<file path="src/rtl/six_step_commutation_duty_slew_defines.svh">
// Assertion macros shared by the six-step commutation RTL.
// Depends on nothing; files that check their logic include it.
`ifndef SIX_STEP_COMMUTATION_DUTY_SLEW_DEFINES_SVH
`define SIX_STEP_COMMUTATION_DUTY_SLEW_DEFINES_SVH

// Concurrent check on the rising clock, disabled while reset is asserted.
`define SSC_ASSERT(lbl, prop, msg) \
  lbl: assert property (@(posedge clk_i) disable iff (!rst_ni) (prop)) else $error(msg);

// Concurrent check on the rising clock that also holds during reset.
`define SSC_ASSERT_ALWAYS(lbl, prop, msg) \
  lbl: assert property (@(posedge clk_i) (prop)) else $error(msg);

`endif

</file>
<file path="src/rtl/ssc_pkg.sv">
// Shared widths, register indices and the hall vote for the six-step block.
// Depends on nothing; used by the divider and the top level.
package ssc_pkg;

  localparam int THR_W      = 12;
  localparam int BYTE_W     = 8;
  localparam int HALL_W     = 3;
  localparam int HALL_READS = 8;
  localparam int READS_W    = 8;
  localparam int IN_W       = 40;
  localparam int OUT_W      = 64;

  // Divider geometry: the numerator is an 8-bit value shifted up by 8 bits.
  localparam int QUO_W  = 16;
  localparam int DIVR_W = 8;
  localparam int CNT_W  = $clog2(QUO_W);

  // Configuration register indices.
  localparam int CFG_IDX_W = 3;
  localparam logic [CFG_IDX_W-1:0] REG_DUTY_FLOOR  = 3'd0;
  localparam logic [CFG_IDX_W-1:0] REG_SLEW_STEP   = 3'd1;
  localparam logic [CFG_IDX_W-1:0] REG_DEAD_MARGIN = 3'd2;
  localparam logic [CFG_IDX_W-1:0] REG_OFFSET_CAP  = 3'd3;
  localparam logic [CFG_IDX_W-1:0] REG_FULL_SCALE  = 3'd4;

  localparam logic [BYTE_W-1:0] LEVEL_MAX = 8'd255;

  // Majority vote over the oversampled reads of one hall line.
  function automatic logic hall_vote(input logic [READS_W-1:0] reads);
    logic [4:0] cnt;
    cnt = '0;
    for (int i = 0; i < HALL_READS; i++) begin
      cnt = cnt + 5'(reads[i]);
    end
    return cnt > 5'(HALL_READS / 2);
  endfunction

endpackage

</file>
<file path="src/rtl/six_step_commutation_duty_slew.sv">
// Top level of the six-step commutation block with throttle scaling and duty slew.
// Depends on ssc_pkg and instantiates the bit-serial divider ssc_div.
// Sequence: accept an item, prepare the offset and scale operands, run the 16-step divider,
// then register the result; the division is skipped when the scaled throttle is forced to zero.
// A new item is taken only after the last result has entered the result register; result stalls hold it.
// Reset: asynchronous, active low; configuration registers return to defaults, offset and duty clear.
`include "six_step_commutation_duty_slew_defines.svh"

module six_step_commutation_duty_slew import ssc_pkg::*; (
  input  logic                 clk_i,
  input  logic                 rst_ni,
  // Input stream.
  input  logic                 s_axis_tvalid,
  output logic                 s_axis_tready,
  // Bits from 0 up: throttle_sample, hall_one_reads, hall_two_reads, hall_three_reads,
  // system_ready, overcurrent_fault, zero padding.
  input  logic [IN_W-1:0]      s_axis_tdata,
  // Result stream.
  output logic                 m_axis_tvalid,
  input  logic                 m_axis_tready,
  // Bits from 0 up: phase_a_high_level, phase_a_low_level, phase_b_high_level,
  // phase_b_low_level, phase_c_high_level, phase_c_low_level, applied_duty,
  // hall_state, zero padding.
  output logic [OUT_W-1:0]     m_axis_tdata,
  // Configuration write channel.
  input  logic                 cfg_valid_i,
  output logic                 cfg_ready_o,
  input  logic [CFG_IDX_W-1:0] cfg_index_i,
  input  logic [BYTE_W-1:0]    cfg_data_i
);

  localparam logic [1:0] ST_IDLE = 2'd0;
  localparam logic [1:0] ST_PREP = 2'd1;
  localparam logic [1:0] ST_DIV  = 2'd2;
  localparam logic [1:0] ST_DONE = 2'd3;

  logic [1:0] state_q, state_d;

  // Configuration registers.
  logic [BYTE_W-1:0] floor_q, step_q, margin_q, cap_q, full_q;

  // Captured item and running state.
  logic [BYTE_W-1:0] byte_q;
  logic [HALL_W-1:0] hall_q;
  logic              ready_q, fault_q, zero_q, zero_d;
  logic [BYTE_W-1:0] offset_q, offset_d;
  logic [BYTE_W-1:0] duty_q;

  logic              out_valid_q;
  logic [OUT_W-1:0]  out_data_q;

  logic              in_fire, out_free;
  logic              div_start, div_done;
  logic [QUO_W-1:0]  quotient;

  logic [BYTE_W-1:0] off_new;
  logic [BYTE_W:0]   num, den;

  logic [QUO_W-1:0]  scaled, target_w;
  logic [BYTE_W-1:0] target, duty, comp, room;
  logic [BYTE_W-1:0] hi [3];
  logic [BYTE_W-1:0] lo [3];
  logic [OUT_W-1:0]  out_data_d;

  assign in_fire       = s_axis_tvalid && s_axis_tready;
  assign s_axis_tready = state_q == ST_IDLE;
  assign out_free      = !out_valid_q || m_axis_tready;
  assign cfg_ready_o   = 1'b1;

  // Configuration writes; indices beyond the list are dropped.
  always_ff @(posedge clk_i or negedge rst_ni) begin
    if (!rst_ni) begin
      floor_q  <= 8'd35;
      step_q   <= 8'd1;
      margin_q <= 8'd6;
      cap_q    <= 8'd170;
      full_q   <= 8'd166;
    end else if (cfg_valid_i) begin
      case (cfg_index_i)
        REG_DUTY_FLOOR:  floor_q  <= cfg_data_i;
        REG_SLEW_STEP:   step_q   <= cfg_data_i;
        REG_DEAD_MARGIN: margin_q <= cfg_data_i;
        REG_OFFSET_CAP:  cap_q    <= cfg_data_i;
        REG_FULL_SCALE:  full_q   <= cfg_data_i;
        default: ;
      endcase
    end
  end

  // Capture the throttle byte and vote the hall lines when an item arrives.
  always_ff @(posedge clk_i) begin
    if (in_fire) begin
      byte_q  <= s_axis_tdata[THR_W-1:THR_W-BYTE_W];
      hall_q  <= {hall_vote(s_axis_tdata[35:28]), hall_vote(s_axis_tdata[27:20]),
                  hall_vote(s_axis_tdata[19:12])};
      ready_q <= s_axis_tdata[36];
      fault_q <= s_axis_tdata[37];
    end
  end

  // Offset capture with cap, and the numerator and divisor of the scale.
  always_comb begin
    off_new = (offset_q == '0) ? byte_q : offset_q;
    if (off_new > cap_q) begin
      off_new = cap_q;
    end
    num = {1'b0, byte_q} - {1'b0, off_new};
    den = {1'b0, full_q} - {1'b0, off_new};
  end

  // Sequencer.
  always_comb begin
    state_d   = state_q;
    offset_d  = offset_q;
    zero_d    = zero_q;
    div_start = 1'b0;
    case (state_q)
      ST_IDLE: begin
        if (in_fire) begin
          state_d = ST_PREP;
        end
      end
      ST_PREP: begin
        if (!ready_q) begin
          zero_d  = 1'b1;
          state_d = ST_DONE;
        end else begin
          offset_d = off_new;
          if (num[BYTE_W] || num == '0 || den[BYTE_W] || den == '0) begin
            zero_d  = 1'b1;
            state_d = ST_DONE;
          end else begin
            zero_d    = 1'b0;
            div_start = 1'b1;
            state_d   = ST_DIV;
          end
        end
      end
      ST_DIV: begin
        if (div_done) begin
          state_d = ST_DONE;
        end
      end
      ST_DONE: begin
        if (out_free) begin
          state_d = ST_IDLE;
        end
      end
      default: state_d = ST_IDLE;
    endcase
  end

  ssc_div u_div (
    .clk_i      (clk_i),
    .rst_ni     (rst_ni),
    .start_i    (div_start),
    .dividend_i ({num[BYTE_W-1:0], {BYTE_W{1'b0}}}),
    .divisor_i  (den[BYTE_W-1:0]),
    .done_o     (div_done),
    .quotient_o (quotient)
  );

  // Floor, clamp, slew, complement and the six-step drive table.
  always_comb begin
    scaled   = zero_q ? '0 : quotient;
    target_w = (scaled > QUO_W'(floor_q)) ? scaled - QUO_W'(floor_q) : '0;
    target   = (target_w > QUO_W'(LEVEL_MAX)) ? LEVEL_MAX : target_w[BYTE_W-1:0];

    duty = duty_q;
    if (target > duty_q) begin
      duty = (target - duty_q > step_q) ? duty_q + step_q : target;
    end else if (target < duty_q) begin
      duty = (duty_q - target > step_q) ? duty_q - step_q : target;
    end

    room = LEVEL_MAX - duty;
    comp = (room > margin_q) ? room - margin_q : '0;

    for (int k = 0; k < 3; k++) begin
      hi[k] = '0;
      lo[k] = '0;
    end
    case (hall_q)
      3'd1: begin hi[0] = duty; lo[0] = comp; lo[2] = LEVEL_MAX; end
      3'd2: begin hi[2] = duty; lo[1] = LEVEL_MAX; lo[2] = comp; end
      3'd3: begin hi[0] = duty; lo[0] = comp; lo[1] = LEVEL_MAX; end
      3'd4: begin hi[1] = duty; lo[0] = LEVEL_MAX; lo[1] = comp; end
      3'd5: begin hi[1] = duty; lo[1] = comp; lo[2] = LEVEL_MAX; end
      3'd6: begin hi[2] = duty; lo[0] = LEVEL_MAX; lo[2] = comp; end
      default: ;
    endcase

    out_data_d = '0;
    if (ready_q && !fault_q) begin
      for (int k = 0; k < 3; k++) begin
        out_data_d[16*k +: BYTE_W]     = hi[k];
        out_data_d[16*k + 8 +: BYTE_W] = LEVEL_MAX - lo[k];
      end
    end
    out_data_d[55:48] = duty;
    out_data_d[58:56] = hall_q;
  end

  // Control and state registers.
  always_ff @(posedge clk_i or negedge rst_ni) begin
    if (!rst_ni) begin
      state_q     <= ST_IDLE;
      offset_q    <= '0;
      zero_q      <= 1'b0;
      duty_q      <= '0;
      out_valid_q <= 1'b0;
    end else begin
      state_q  <= state_d;
      offset_q <= offset_d;
      zero_q   <= zero_d;
      if (state_q == ST_DONE && out_free) begin
        duty_q      <= duty;
        out_valid_q <= 1'b1;
      end else if (m_axis_tready) begin
        out_valid_q <= 1'b0;
      end
    end
  end

  // Result register.
  always_ff @(posedge clk_i) begin
    if (state_q == ST_DONE && out_free) begin
      out_data_q <= out_data_d;
    end
  end

  assign m_axis_tvalid = out_valid_q;
  assign m_axis_tdata  = out_data_q;

  `SSC_ASSERT(a_accept_starts_prep, in_fire |=> state_q == ST_PREP,
              "accepted item did not start the sequencer")
  `SSC_ASSERT(a_done_only_in_div, div_done |-> state_q == ST_DIV,
              "divider finished outside the divide step")
  `SSC_ASSERT(a_one_high_side, m_axis_tvalid |->
              $onehot0({m_axis_tdata[7:0] != 8'd0, m_axis_tdata[23:16] != 8'd0,
                        m_axis_tdata[39:32] != 8'd0}),
              "more than one high side driven")

endmodule

</file>
<file path="src/rtl/ssc_div.sv">
// Bit-serial restoring divider, one quotient bit per clock.
// Depends on ssc_pkg for its widths.
`include "six_step_commutation_duty_slew_defines.svh"

module ssc_div import ssc_pkg::*; (
  input  logic              clk_i,
  input  logic              rst_ni,
  input  logic              start_i,
  input  logic [QUO_W-1:0]  dividend_i,
  input  logic [DIVR_W-1:0] divisor_i,
  output logic              done_o,
  output logic [QUO_W-1:0]  quotient_o
);

  logic              busy_q, busy_d;
  logic              done_q, done_d;
  logic [CNT_W-1:0]  cnt_q, cnt_d;
  logic [DIVR_W-1:0] rem_q, rem_d;
  logic [DIVR_W-1:0] divisor_q, divisor_d;
  logic [QUO_W-1:0]  quo_q, quo_d;
  logic [DIVR_W:0]   trial;
  logic              fits;

  // One restoring step: shift in the next dividend bit and try to subtract.
  assign trial = {rem_q, quo_q[QUO_W-1]};
  assign fits  = trial >= {1'b0, divisor_q};

  always_comb begin
    busy_d    = busy_q;
    done_d    = 1'b0;
    cnt_d     = cnt_q;
    rem_d     = rem_q;
    divisor_d = divisor_q;
    quo_d     = quo_q;
    if (start_i) begin
      busy_d    = 1'b1;
      cnt_d     = '0;
      rem_d     = '0;
      divisor_d = divisor_i;
      quo_d     = dividend_i;
    end else if (busy_q) begin
      rem_d = fits ? DIVR_W'(trial - {1'b0, divisor_q}) : trial[DIVR_W-1:0];
      quo_d = {quo_q[QUO_W-2:0], fits};
      cnt_d = cnt_q + 1'b1;
      if (cnt_q == CNT_W'(QUO_W - 1)) begin
        busy_d = 1'b0;
        done_d = 1'b1;
      end
    end
  end

  // Control state.
  always_ff @(posedge clk_i or negedge rst_ni) begin
    if (!rst_ni) begin
      busy_q <= 1'b0;
      done_q <= 1'b0;
      cnt_q  <= '0;
    end else begin
      busy_q <= busy_d;
      done_q <= done_d;
      cnt_q  <= cnt_d;
    end
  end

  // Datapath registers.
  always_ff @(posedge clk_i) begin
    rem_q     <= rem_d;
    divisor_q <= divisor_d;
    quo_q     <= quo_d;
  end

  assign done_o     = done_q;
  assign quotient_o = quo_q;

  `SSC_ASSERT(a_div_no_restart, start_i |-> !busy_q, "divider restarted while busy")
  `SSC_ASSERT(a_div_done_after_busy, done_q |-> !busy_q && $past(busy_q),
              "divider done without a finished run")
  `SSC_ASSERT_ALWAYS(a_div_rem_below, !busy_q || rem_q < divisor_q,
                     "remainder not below the divisor during a division")

endmodule
</file>
<file path="config.mk">
export PLATFORM = sky130hd
export DESIGN_NAME = six_step_commutation_duty_slew
export DESIGN_NICKNAME = d
export VERILOG_FILES = /design/src/rtl/ssc_pkg.sv /design/src/rtl/six_step_commutation_duty_slew.sv /design/src/rtl/ssc_div.sv
export VERILOG_INCLUDE_DIRS = /design/src /design/src/rtl
export SDC_FILE = /design/constraint.sdc
export NUM_CORES = 1
export LEC_CHECK = 0
export BUFFER_PORTS_ARGS = -buffer_cell sky130_fd_sc_hd__buf_4
export CORE_ASPECT_RATIO = 0.6
export CORE_MARGIN = 2
export CORE_UTILIZATION = 40
export CTS_BUF_LIST = sky130_fd_sc_hd__clkbuf_16
export DETAILED_ROUTE_END_ITERATION = 7
export PLACE_DENSITY = 0.65
export RECOVER_POWER = 25
export SYNTH_ARGS = -nofsm -noshare
export SYNTH_HDL_FRONTEND = slang
export SYNTH_HIERARCHICAL = 1
export SYNTH_SLANG_ARGS = --single-unit
</file>
<file path="constraint.sdc">
create_clock -name clk_i -period 9.82 [get_ports clk_i]
set_input_delay 1.964 -clock clk_i [delete_from_list [all_inputs] [get_ports clk_i]]
set_output_delay 1.964 -clock clk_i [all_outputs]
set_load 0.005 [all_outputs]
</file>
==> results of run 1 <==
## tightest hold or removal path: stages (launching register included)
cell                      delay, ns
sky130_fd_sc_hd__dfrtp_1       0.36
sky130_fd_sc_hd__nand2_1       0.05
sky130_fd_sc_hd__o21ai_0       0.06
## synthesized netlist by cell type (all sizes together), types with 8 or more instances
cell type	instances	area share, %
inv	154	5.1
a21oi	97	4.4
nand3	20	0.88
nand4	11	0.60
fa	21	3.7
xnor2	31	2.4
ha	108	12
nor3	16	0.70
buf	13	0.66
clkbuf	14	0.46
a311oi	8	0.67
edfxtp	96	25
o21ai	74	3.3
nor2b	27	1.5
a31oi	10	0.55
nor2	89	2.9
and3	9	0.49
mux2	34	3.3
dfrtp	52	11
o21bai	9	0.59
dfxtp	8	1.4
nand2b	17	0.93
and2	8	0.44
o21a	14	0.92
xor2	17	1.3
nand2	68	2.3
a21o	23	1.5
dfstp	14	3.2
a211oi	11	0.85
o22ai	8	0.44
mux2i	10	0.88
## kinds of logic (layout without fill, tap and decap cells)
family                   count (synthesis)  after routing  share of synthesized area [%]
adder cells (fa/ha/maj)                129            129                           15.5
flip-flops                             170            170                           41.2
multiplexers                            44             44                           4.23
other                                    2             14                         0.0657
AO/OA/AOI/OAI                          296            296                           16.6
XOR/XNOR                                48             48                           3.68
AND/OR/NAND/NOR                        291            291                           12.5
buffers and inverters                  182            307                           6.21
## path summary, 6_finish.rpt
path,to,cells past startpoint,startpoint
min in group asynchronous,offset_q[5]$_DFFE_PN0P_,1,rst_ni
hold reg to reg,offset_q[6]$_DFFE_PN0P_,2,offset_q[6]$_DFFE_PN0P_
max in group asynchronous,duty_q[1]$_DFFE_PN0P_,1,rst_ni
setup / recovery,m_axis_tdata[27]$_SDFFCE_PN0P_,36,zero_q$_DFFE_PN0P_
setup reg to reg,m_axis_tdata[27]$_SDFFCE_PN0P_,36,zero_q$_DFFE_PN0P_
hold / removal,offset_q[6]$_DFFE_PN0P_,2,offset_q[6]$_DFFE_PN0P_
## layout make-up
type,count,area [µm²]
clock buffers,17,425
multi-input cells,822,6070
inverters,155,582
flip-flops and latches,170,4710
repair buffers,120,886
fillers,2536,14500
clock inverters,15,180
well taps,367,459
## per-stage QoR
step	hold WS [ns]	utilization (%)	setup slack (ns)	instance area (µm²)	std cells
6_report	0.510	47.9	0.798	13300	1666
5_1_grt	0.540	47.9	0.00814	13300	1666
4_1_cts	0.511	47.9	0.675	13300	1666
3_5_place_dp	0.494	45.7	0.698	12700	1634
3_3_place_gp	0.492	45.7	0.853	12700	1634
2_1_floorplan	0.465	-	1.98	11500	1174
## metal layers
metal / up-vias / wire, µm / track usage (%)
met1: 4197 / 14700 / 30.6
met4: 0 / 146 / 3.19
met2: 282 / 11700 / 27.5
met3: 15 / 2330 / 4.16
met5: - / 0 / 0
li1: 4333 / - / -
## what timing repair did
item	CTS	global route
buffers inserted	0	0
endpoints found under the setup margin	0	16
gates resized for setup	0	3
==> results.md, run 1 <==
- The total half-perimeter wirelength after legalization and detailed placement is 22400 µm.
- Counting flops with an async set or reset pin after synthesis yields a share of 38.8%.
- The run finished, with violations left.
- Row generation in the floorplan step produced 47 rows.
- The register with the most flip-flops in the layout has 59 of them.
- At the pin with the least slew margin, the transition time is 3.68 ns.
- Yosys printed 6 warnings.
- The number of buffers inserted by hold repair at cts is 0.
- After detailed routing, the total wire length is 28900 µm.
- The buffering stage count on the worst path with inverters included is 2.
- 123 I/O pins were placed.
- The number of CTS-inserted buffers is 17.
- The count of unresolved DRC violations after routing is 0.
- For the worst setup path, the data arrival time is 9.19 ns.
- The post-synth design cell area is 0.0114 mm².
- After detailed routing, the number of vias per cell comes to 5.30.
- The synthesized design contains 96 enable-type register cells.
- The pin count of the biggest net entering global routing is 68.
- The summed negative setup slack over all endpoints is 0 ns.
- The overall die width is between 200 and 250 µm.
- In this run the tightest slew margin relative to its limit is -145%.
- The post-detailed-route count of antenna-violating nets is 0.
- After synthesis the netlist holds a flip-flop and latch count of 170.
- The library cell used most frequently in the layout, excluding fill and tap cells, is sky130_fd_sc_hd__inv_1.
- Synthesis produced between 1000 and 1500 cells.
- The final setup violation count is 0.
- The shortest clock period the worst path allows after layout is 9.02 ns.
- STA classifies the critical path endpoint as a register.
- The via count of the first global-routing pass was 8345.
- The number of antenna violations at the first check in global routing is 0.
- Across every metal layer, demand over resource in global routing totals 19.5%.
- Setup repair after global routing left no endpoint under its margin.
- The root cell of the clock tree is sky130_fd_sc_hd__clkbuf_16.
- The area enclosed by the die boundary is 0.0300 mm².
- The clock arrives with between 0.02 and 0.025 ns of skew.
- The clock insertion delay at the later pin of the skew report is 0.44 ns.
- For flop-to-flop paths, the worst setup slack is about 0.80 ns.
- The number of detailed-routing iterations run before antenna repair is 5.
- For this run the aggregate overflow at the end of global routing stands at 0.
- For the worst setup path, the data required time is 9.98 ns.
- In this run the number of H-tree levels came out at 4.
- The tool flagged a number of max-cap violations equal to 1.
- The final critical-path share of the clock period is roughly nine tenths.
- The number of antenna diodes in the final layout is 0.
- The max-slew violation count is 67.
- In this run the tool buffered the top-level ports with 110 buffer cells.
- The detailed router's first-iteration violation count is 832.
- The nature of the critical path startpoint is a register.
- The class of the tightest hold or removal check is reg -> reg.
- The critical path is of the reg -> reg type.
- The primary flip-flop cell chosen by synthesis mapping is sky130_fd_sc_hd__edfxtp_1.
- The clock sink count is 170.
- The area of the core is 0.0278 mm².
- From synthesis to final layout, the design area changed by 16.5%.
- Dividing the synthesized area by the synthesized cell count gives 9.84 µm².
- Of all nets on the critical path, the largest fanout is 17.
- For this configuration, the core starts out at a cell density of 41.1%.
- The first global-routing pass estimated 45600 µm of wire.
- In this run the deepest clock path goes through 2 buffers.
- In the final routed layout, each cell accounts on average for 17.3 µm.
- The floorplan die height is between 100 and 150 µm.
- The share of synthesized area occupied by flip-flops and latches is 41.2%.
- In the final design database the tool counted 1471 nets.
- The maximum achievable frequency is 111 MHz.
- The number of different library cells in the post-synthesis netlist is 80.
- The library cells used most frequently in the layout, excluding fill and tap cells, are sky130_fd_sc_hd__inv_1, sky130_fd_sc_hd__ha_1, sky130_fd_sc_hd__buf_4.
- The final reports fail on capacitance limit, slew limit.
- The share of cells above drive strength 1 is approximately 17%.
- The master of the slowest instance on the critical path is sky130_fd_sc_hd__dfrtp_1.
- The final hold violation count is 0.
- TritonCTS built the clock tree.
- The clock input transition at the sequential cells of the worst setup and hold paths is 0.08 ns.
- The stage delay of the slowest cell on the critical path is 0.58 ns.
- Routability-driven placement finished with a final weighted congestion of 0.921.
- Detailed routing inserted a total of 8827 vias.
- The kind of cell adding the most delay to the critical path is compound AO/OA/AOI/OAI gates.
Power of run 1 is not shown: default switching activity piles up to over one toggle a cycle in this logic, so the estimate is an artifact.
==> run 2: changes to the inputs <==
Settings changed: PLACE_DENSITY 0.65 to not set.
==> run 2 against run 1 <==
  * The flow still finishes with violations (capacitance limit, slew limit)
  * Via count down 1.0%
  * Critical endpoint unchanged
  * Die area unchanged
  * Non-clock buffer count unchanged
  * Utilization about the same
==> results.md, run 2 (synthesis gave the netlist of run 1 again) <==
- The pin count of the biggest net entering global routing is 67 (-1.5%).
- The count of cell instances traversed by the critical path is 37 (+2.8%).
- The number of CTS-inserted buffers is 17 (unchanged).
- The summed negative setup slack over all endpoints is 0 ns (unchanged).
- The routed wire length per instance is 17.2 µm (-0.94%).
- The setup clock skew after layout was 0.0170 ns (-0.00333 ns).
- The root buffer cell chosen for the clock tree is sky130_fd_sc_hd__clkbuf_16.
- The clock insertion delay at the later pin of the skew report was 0.44 ns (about the same).
- The number of detailed-routing iterations run before antenna repair is 5 (unchanged).
- The detailed router's first-iteration violation count is 726 (-13%).
- The worst setup path is of the reg -> reg kind.
- The count of pins on the block boundary was 123 (unchanged).
- The maximum achievable frequency is 110 MHz (-0.94%).
- The max-slew violation count is 67 (unchanged).
- The total routing usage reported by global routing is 19.6% (+0.054 points).
- The H-tree level count is 4 (unchanged).
- The number of buffers inserted by hold repair at cts is 0 (unchanged).
- The final hold violation count was 0 (unchanged).
- The number of port buffers was 110 (unchanged).
- The effective utilization at floorplan was 41.1% (unchanged).
- The shortest clock period the worst path allows after layout is 9.11 ns (+0.0858 ns).
- The total routed wirelength is 28600 µm (-0.94%).
- The area of the core was 0.0278 mm² (unchanged).
- The endpoint required time on the critical path is 9.98 ns (about the same).
- The master of the slowest instance on the critical path is sky130_fd_sc_hd__dfrtp_1.
- The flip-flop count of the largest register, all copies and words added is 59 (unchanged).
- The standard-cell row count is 47 (unchanged).
- STA classifies the critical path startpoint as a register.
- Leaving out fill and tap cells, the most frequent cells in the layout are sky130_fd_sc_hd__inv_1, sky130_fd_sc_hd__ha_1, sky130_fd_sc_hd__buf_4.
- The CTS tree is yes.
- The growth of design area from synthesis to finish is 16.6% (about the same).
- The mean number of vias per cell came to 5.24 (-1.0%).
- The worst-case reg-to-reg path depth came to 37 (+2.8%).
- The kind of cell adding the most delay to the critical path is compound AO/OA/AOI/OAI gates.
- The buffering stage count on the worst path with inverters included is 3 (+1).
- The clock input transition at the sequential cells of the worst setup and hold paths is 0.08 ns (about the same).
- The count of unresolved DRC violations after routing is 0 (unchanged).
- The number of maximum-capacitance constraint violations is 1 (unchanged).
- The floorplan die height is 135 µm (unchanged).
- The end-of-flow core utilization was 47.9% (about the same).
- The max-slew headroom at the worst pin is -144% (+1.1 points).
- The worst setup path is captured at a register.
- The overflow left after global routing is 0 (unchanged).
- The number of inserted diodes is 0 (unchanged).
- The final RePlAce weighted congestion was 0.882 (-4.2%).
- Setup repair after global routing left no endpoint under its margin.
- The clock sink count was 170 (unchanged).
- The flow ran to the end, but the final reports show violations.
- The total via count in the routed design was 8735 (-1.0%).
- The number of nets in the layout is 1471 (unchanged).
- The share of cells above drive strength 1 is 17.1% (unchanged).
- The stage delay of the slowest cell on the critical path came to 0.55 ns (-0.03 ns).
- The area enclosed by the die boundary is 0.0300 mm² (unchanged).
- The final setup violation count is 0 (unchanged).
- The total half-perimeter wirelength after legalization and detailed placement is 22500 µm (+0.60%).
- The hold path depth was 2 (unchanged).
- The largest buffer count on any clock path was 2 (unchanged).
- The highest net fanout along the worst path was 17 (unchanged).
- The checks that failed: capacitance limit, slew limit.
- The global-route wire length before repair is 45800 µm (+0.24%).
- Leaving out fill and tap cells, the most frequent cell in the layout is sky130_fd_sc_hd__inv_1.
- The class of the tightest hold or removal check is reg -> reg.
- The final critical-path share of the clock period was 92.7% (+0.87 points).
- The pin slew with the least headroom to its limit is 3.66 ns (-0.0166 ns).
- The post-detailed-route count of antenna-violating nets came to 0 (unchanged).
- The overall die width was 222 µm (unchanged).
- The via count of the first global-routing pass is 8351 (+0.072%).
- The arrival time at the worst endpoint is 9.26 ns (+0.07 ns).
- The number of antenna violations at the first check in global routing is 0 (unchanged).
- The number of inserted filler cells in the final layout came to 2597 (+2.4%).
[run 2: changes by cell type in the layout (fill, tap and decap cells not counted), sizes merged]
cell,before,now
buf,105,103
clkbuf,32,34
inv,161,163
clkinv,7,6
clkinvlp,1,0
[run 2: path summary, 6_finish.rpt]
check / slack [ns] / from / endpoint
worst min-delay path: 0.51 / offset_q[3]$_DFFE_PN0P_ / offset_q[3]$_DFFE_PN0P_
worst min register to register: 0.51 / offset_q[3]$_DFFE_PN0P_ / offset_q[3]$_DFFE_PN0P_
worst max-delay path: 0.71 / zero_q$_DFFE_PN0P_ / m_axis_tdata[27]$_SDFFCE_PN0P_
min in group asynchronous: 2.76 / rst_ni / cap_q[0]$_DFFE_PN0P_
max in group asynchronous: 4.98 / rst_ni / m_axis_tvalid$_DFFE_PN0P_
worst max register to register: 0.71 / zero_q$_DFFE_PN0P_ / m_axis_tdata[27]$_SDFFCE_PN0P_
[run 2: stage by stage]
stage / cells / hold WS, ns / setup WS, ns / area (µm²)
4_1_cts: 1666 / 0.513 / 0.785 / 13300
3_5_place_dp: 1634 / 0.495 / 0.840 / 12700
5_1_grt: 1666 / 0.535 / 0.0482 / 13300
2_1_floorplan: 1174 / 0.465 / 1.98 / 11500
6_report: 1666 / 0.508 / 0.712 / 13300
3_3_place_gp: 1634 / 0.483 / 0.952 / 12700
[run 2: per-layer routing]
metal	global-route usage, %	share of wire, %
met1	31.0	54
met2	26.4	39
met3	5.05	6.6
met4	3.57	0.62
met5	0	0
[run 2: what timing repair did]
action / CTS / global route
resized for setup: 0 / 3
hold endpoints to repair: 0 / 0
setup buffers: 0 / 0
setup endpoints to repair: 0 / 11
[run 2: area by class of cell]
class	instances	area [µm²]	share of cell area, %
Multi-Input combinational cell	822	6070	45.6
Tap cell	367	459	3.45
Clock buffer	17	425	3.19
Clock inverter	15	194	1.46
Sequential cell	170	4710	35.4
Timing Repair Buffer	120	882	6.62
Inverter	155	582	4.37
[run 2: worst min-delay path, delay by kind of cell, from the launching register on]
| kind | cells | cell delay [ns] |
|---|---|---|
| simple gates | 1 | 0.05 |
| flops | 1 | 0.36 |
| compound gates | 1 | 0.06 |
Power of run 2 is left out for the same reason.
==> run 3: changes to the inputs <==
Settings changed: CTS_BUF_LIST sky130_fd_sc_hd__clkbuf_16 to sky130_fd_sc_hd__clkbuf_2.
==> run 3 against run 2 <==
  * Flip-flop and latch count did not move
  * Worst hold slack improved by 0.020 ns
  * Setup slack got worse by 0.054 ns
  * The flow still finishes with violations (capacitance limit, slew limit)
  * Die area did not move
  * Sequential share of layout area up 0.92 points
  * Cell area fell by 2.5%
  * Via count about the same
==> results.md, run 3 (synthesis gave the netlist of run 1 again) <==
- The run finished, with violations left.
- The final reports fail on capacitance limit, slew limit.
- The pin count of the biggest net entering global routing is 67 (unchanged).
- The number of setup buffers added after CTS came to 0 (unchanged).
- The H-tree level count is 4 (unchanged).
- The largest buffer count on any clock path was 2 (unchanged).
- Setup repair after global routing left no endpoint under its margin.
- The overall die width is 222 µm (unchanged).
- The final RePlAce weighted congestion was 0.882 (unchanged).
- The standard-cell row count is 47 (unchanged).
- The count of unresolved DRC violations after routing came to 0 (unchanged).
- STA classifies the critical path endpoint as a register.
- The area enclosed by the die boundary is 0.0300 mm² (unchanged).
- The multi-input gate area in the final layout is 0.00607 mm² (unchanged).
- The growth of design area from synthesis to finish is 13.6%.
- Leaving out fill and tap cells, the most frequent cells in the layout are sky130_fd_sc_hd__inv_1, sky130_fd_sc_hd__ha_1, sky130_fd_sc_hd__buf_4.
- The post-detailed-route count of antenna-violating nets is 0 (unchanged).
- The critical path class is reg -> reg.
- The number of nets in the layout is 1471 (unchanged).
- The count of pins on the block boundary is 123 (unchanged).
- The clock input transition at the sequential cells of the worst setup and hold paths came to 0.34 ns (+0.26 ns).
- The summed negative setup slack over all endpoints is 0 ns (unchanged).
- The effective utilization at floorplan is 41.1% (unchanged).
- The register area came to 0.00471 mm² (unchanged).
- The global-route wire length before repair is 45500 µm (-0.47%).
- The tightest min-delay check is of the reg -> reg type.
- The CTS tree is yes.
- The startpoint identified for the worst register-to-register timing path is zero_q$_DFFE_PN0P_.
- The total routing usage reported by global routing is 19.5% (-0.092 points).
- Leaving out fill and tap cells, the most frequent cell in the layout is sky130_fd_sc_hd__inv_1.
- In this run the clock root is driven by a sky130_fd_sc_hd__clkbuf_2.
- The flip-flop count of the largest register, all copies and words added is 59 (unchanged).
- The setup clock skew after layout is 0.0739 ns (+0.0569 ns).
- The endpoint required time on the critical path is 10.38 ns (+0.40 ns).
- The total half-perimeter wirelength after legalization and detailed placement came to 22500 µm (unchanged).
- The highest net fanout along the worst path is 17 (unchanged).
- The share of cells above drive strength 1 is 17.1% (unchanged).
- The final setup violation count is 0 (unchanged).
- The number of detailed-routing iterations run before antenna repair is 6 (+1).
- The number of port buffers is 110 (unchanged).
- The number of CTS-inserted buffers is 17 (unchanged).
- The startpoint identified for the worst hold timing path is u_div/rem_q[4]$_SDFFE_PP0P_.
- The number of antenna violations at the first check in global routing is 1 (+1).
- The maximum achievable frequency is 109 MHz (-0.59%).
- The number of maximum-capacitance constraint violations is 1 (unchanged).
- The routed wire length per instance is 17.2 µm (about the same).
- The arrival time at the worst endpoint was 9.72 ns (+0.46 ns).
- The master of the slowest instance on the critical path is sky130_fd_sc_hd__dfrtp_1.
- The floorplan die height is 135 µm (unchanged).
- The stage delay of the slowest cell on the critical path was 0.62 ns (+0.07 ns).
- The clock sink count is 170 (unchanged).
- The final critical-path share of the clock period is 93.3% (+0.55 points).
- The number of buffers inserted by hold repair at cts is 0 (unchanged).
- The detailed router's first-iteration violation count is 683 (-5.9%).
- The shortest clock period the worst path allows after layout is 9.16 ns (+0.0536 ns).
- The mean number of vias per cell came to 5.24 (-0.15%).
- STA classifies the critical path startpoint as a register.
- Tracing the worst setup path back leads to its startpoint at zero_q$_DFFE_PN0P_.
- The overflow left after global routing is 0 (unchanged).
- The number of inserted filler cells in the final layout is 2649 (+2.0%).
- The clock insertion delay at the later pin of the skew report is 0.82 ns (+0.38 ns).
- The max-slew violation count is 67 (unchanged).
- The total via count in the routed design came to 8727 (-0.092%).
- The final hold violation count is 0 (unchanged).
- The total routed wirelength is 28600 µm (about the same).
- The area of the core is 0.0278 mm² (unchanged).
- The via count of the first global-routing pass is 8336 (-0.18%).
- The max-slew headroom at the worst pin is -144% (about the same).
- The pin slew with the least headroom to its limit is 3.66 ns (-0.00166 ns).
## run 3: layout make-up
type / count / area share [%]
Antenna cell: 1 / 0.0193
Clock buffer: 17 / 0.655
Clock inverter: 15 / 1.49
Inverter: 155 / 4.48
Multi-Input combinational cell: 822 / 46.7
Sequential cell: 170 / 36.3
Tap cell: 367 / 3.54
Timing Repair Buffer: 120 / 6.79
## run 3: worst paths after layout
check | end | slack [ns] | depth (start not counted)
worst min register to register | u_div/rem_q[4]$_SDFFE_PP0P_ | 0.53 | 2
worst max register to register | m_axis_tdata[27]$_SDFFCE_PN0P_ | 0.66 | 37
max in group asynchronous | m_axis_tvalid$_DFFE_PN0P_ | 5.38 | 1
worst max-delay path | m_axis_tdata[27]$_SDFFCE_PN0P_ | 0.66 | 37
worst min-delay path | u_div/rem_q[4]$_SDFFE_PP0P_ | 0.53 | 2
min in group asynchronous | cap_q[0]$_DFFE_PN0P_ | 2.35 | 1
## run 3: critical path, delay by kind of cell (launching register included)
family	cells	cell delay [ns]
AO/OA/AOI/OAI	17	3.77
AND/OR/NAND/NOR	11	2.46
adder cells (fa/ha/maj)	5	1.53
flip-flops	1	0.62
buffers and inverters	3	0.35
XOR/XNOR	1	0.15
## run 3: routing by layer
layer | vias up | global-route usage [%] | part of all wire [%]
met5 | - | 0 | 0
met4 | 0 | 3.72 | 0.74
met3 | 19 | 5.20 | 7.2
met2 | 241 | 26.1 | 39
met1 | 4141 | 30.8 | 53
li1 | 4326 | - | -
## run 3: metrics by stage
stage / instance area, µm² / hold slack [ns] / setup WS (ns) / cells / util [%]
2_1_floorplan: 11500 / 0.465 / 1.98 / 1174 / -
3_3_place_gp: 12700 / 0.483 / 0.952 / 1634 / 45.7
3_5_place_dp: 12700 / 0.495 / 0.840 / 1634 / 45.7
4_1_cts: 13000 / 0.530 / 0.755 / 1666 / 46.7
5_1_grt: 13000 / 0.552 / 0.0118 / 1667 / 46.7
6_report: 13000 / 0.529 / 0.658 / 1667 / 46.7
## run 3: timing repair
| item | in CTS | in global routing |
|---|---|---|
| setup endpoints to repair | 0 | 13 |
| resized for setup | 0 | 3 |
| endpoints found under the hold margin | 0 | 0 |
Power of run 3 is left out for the same reason.
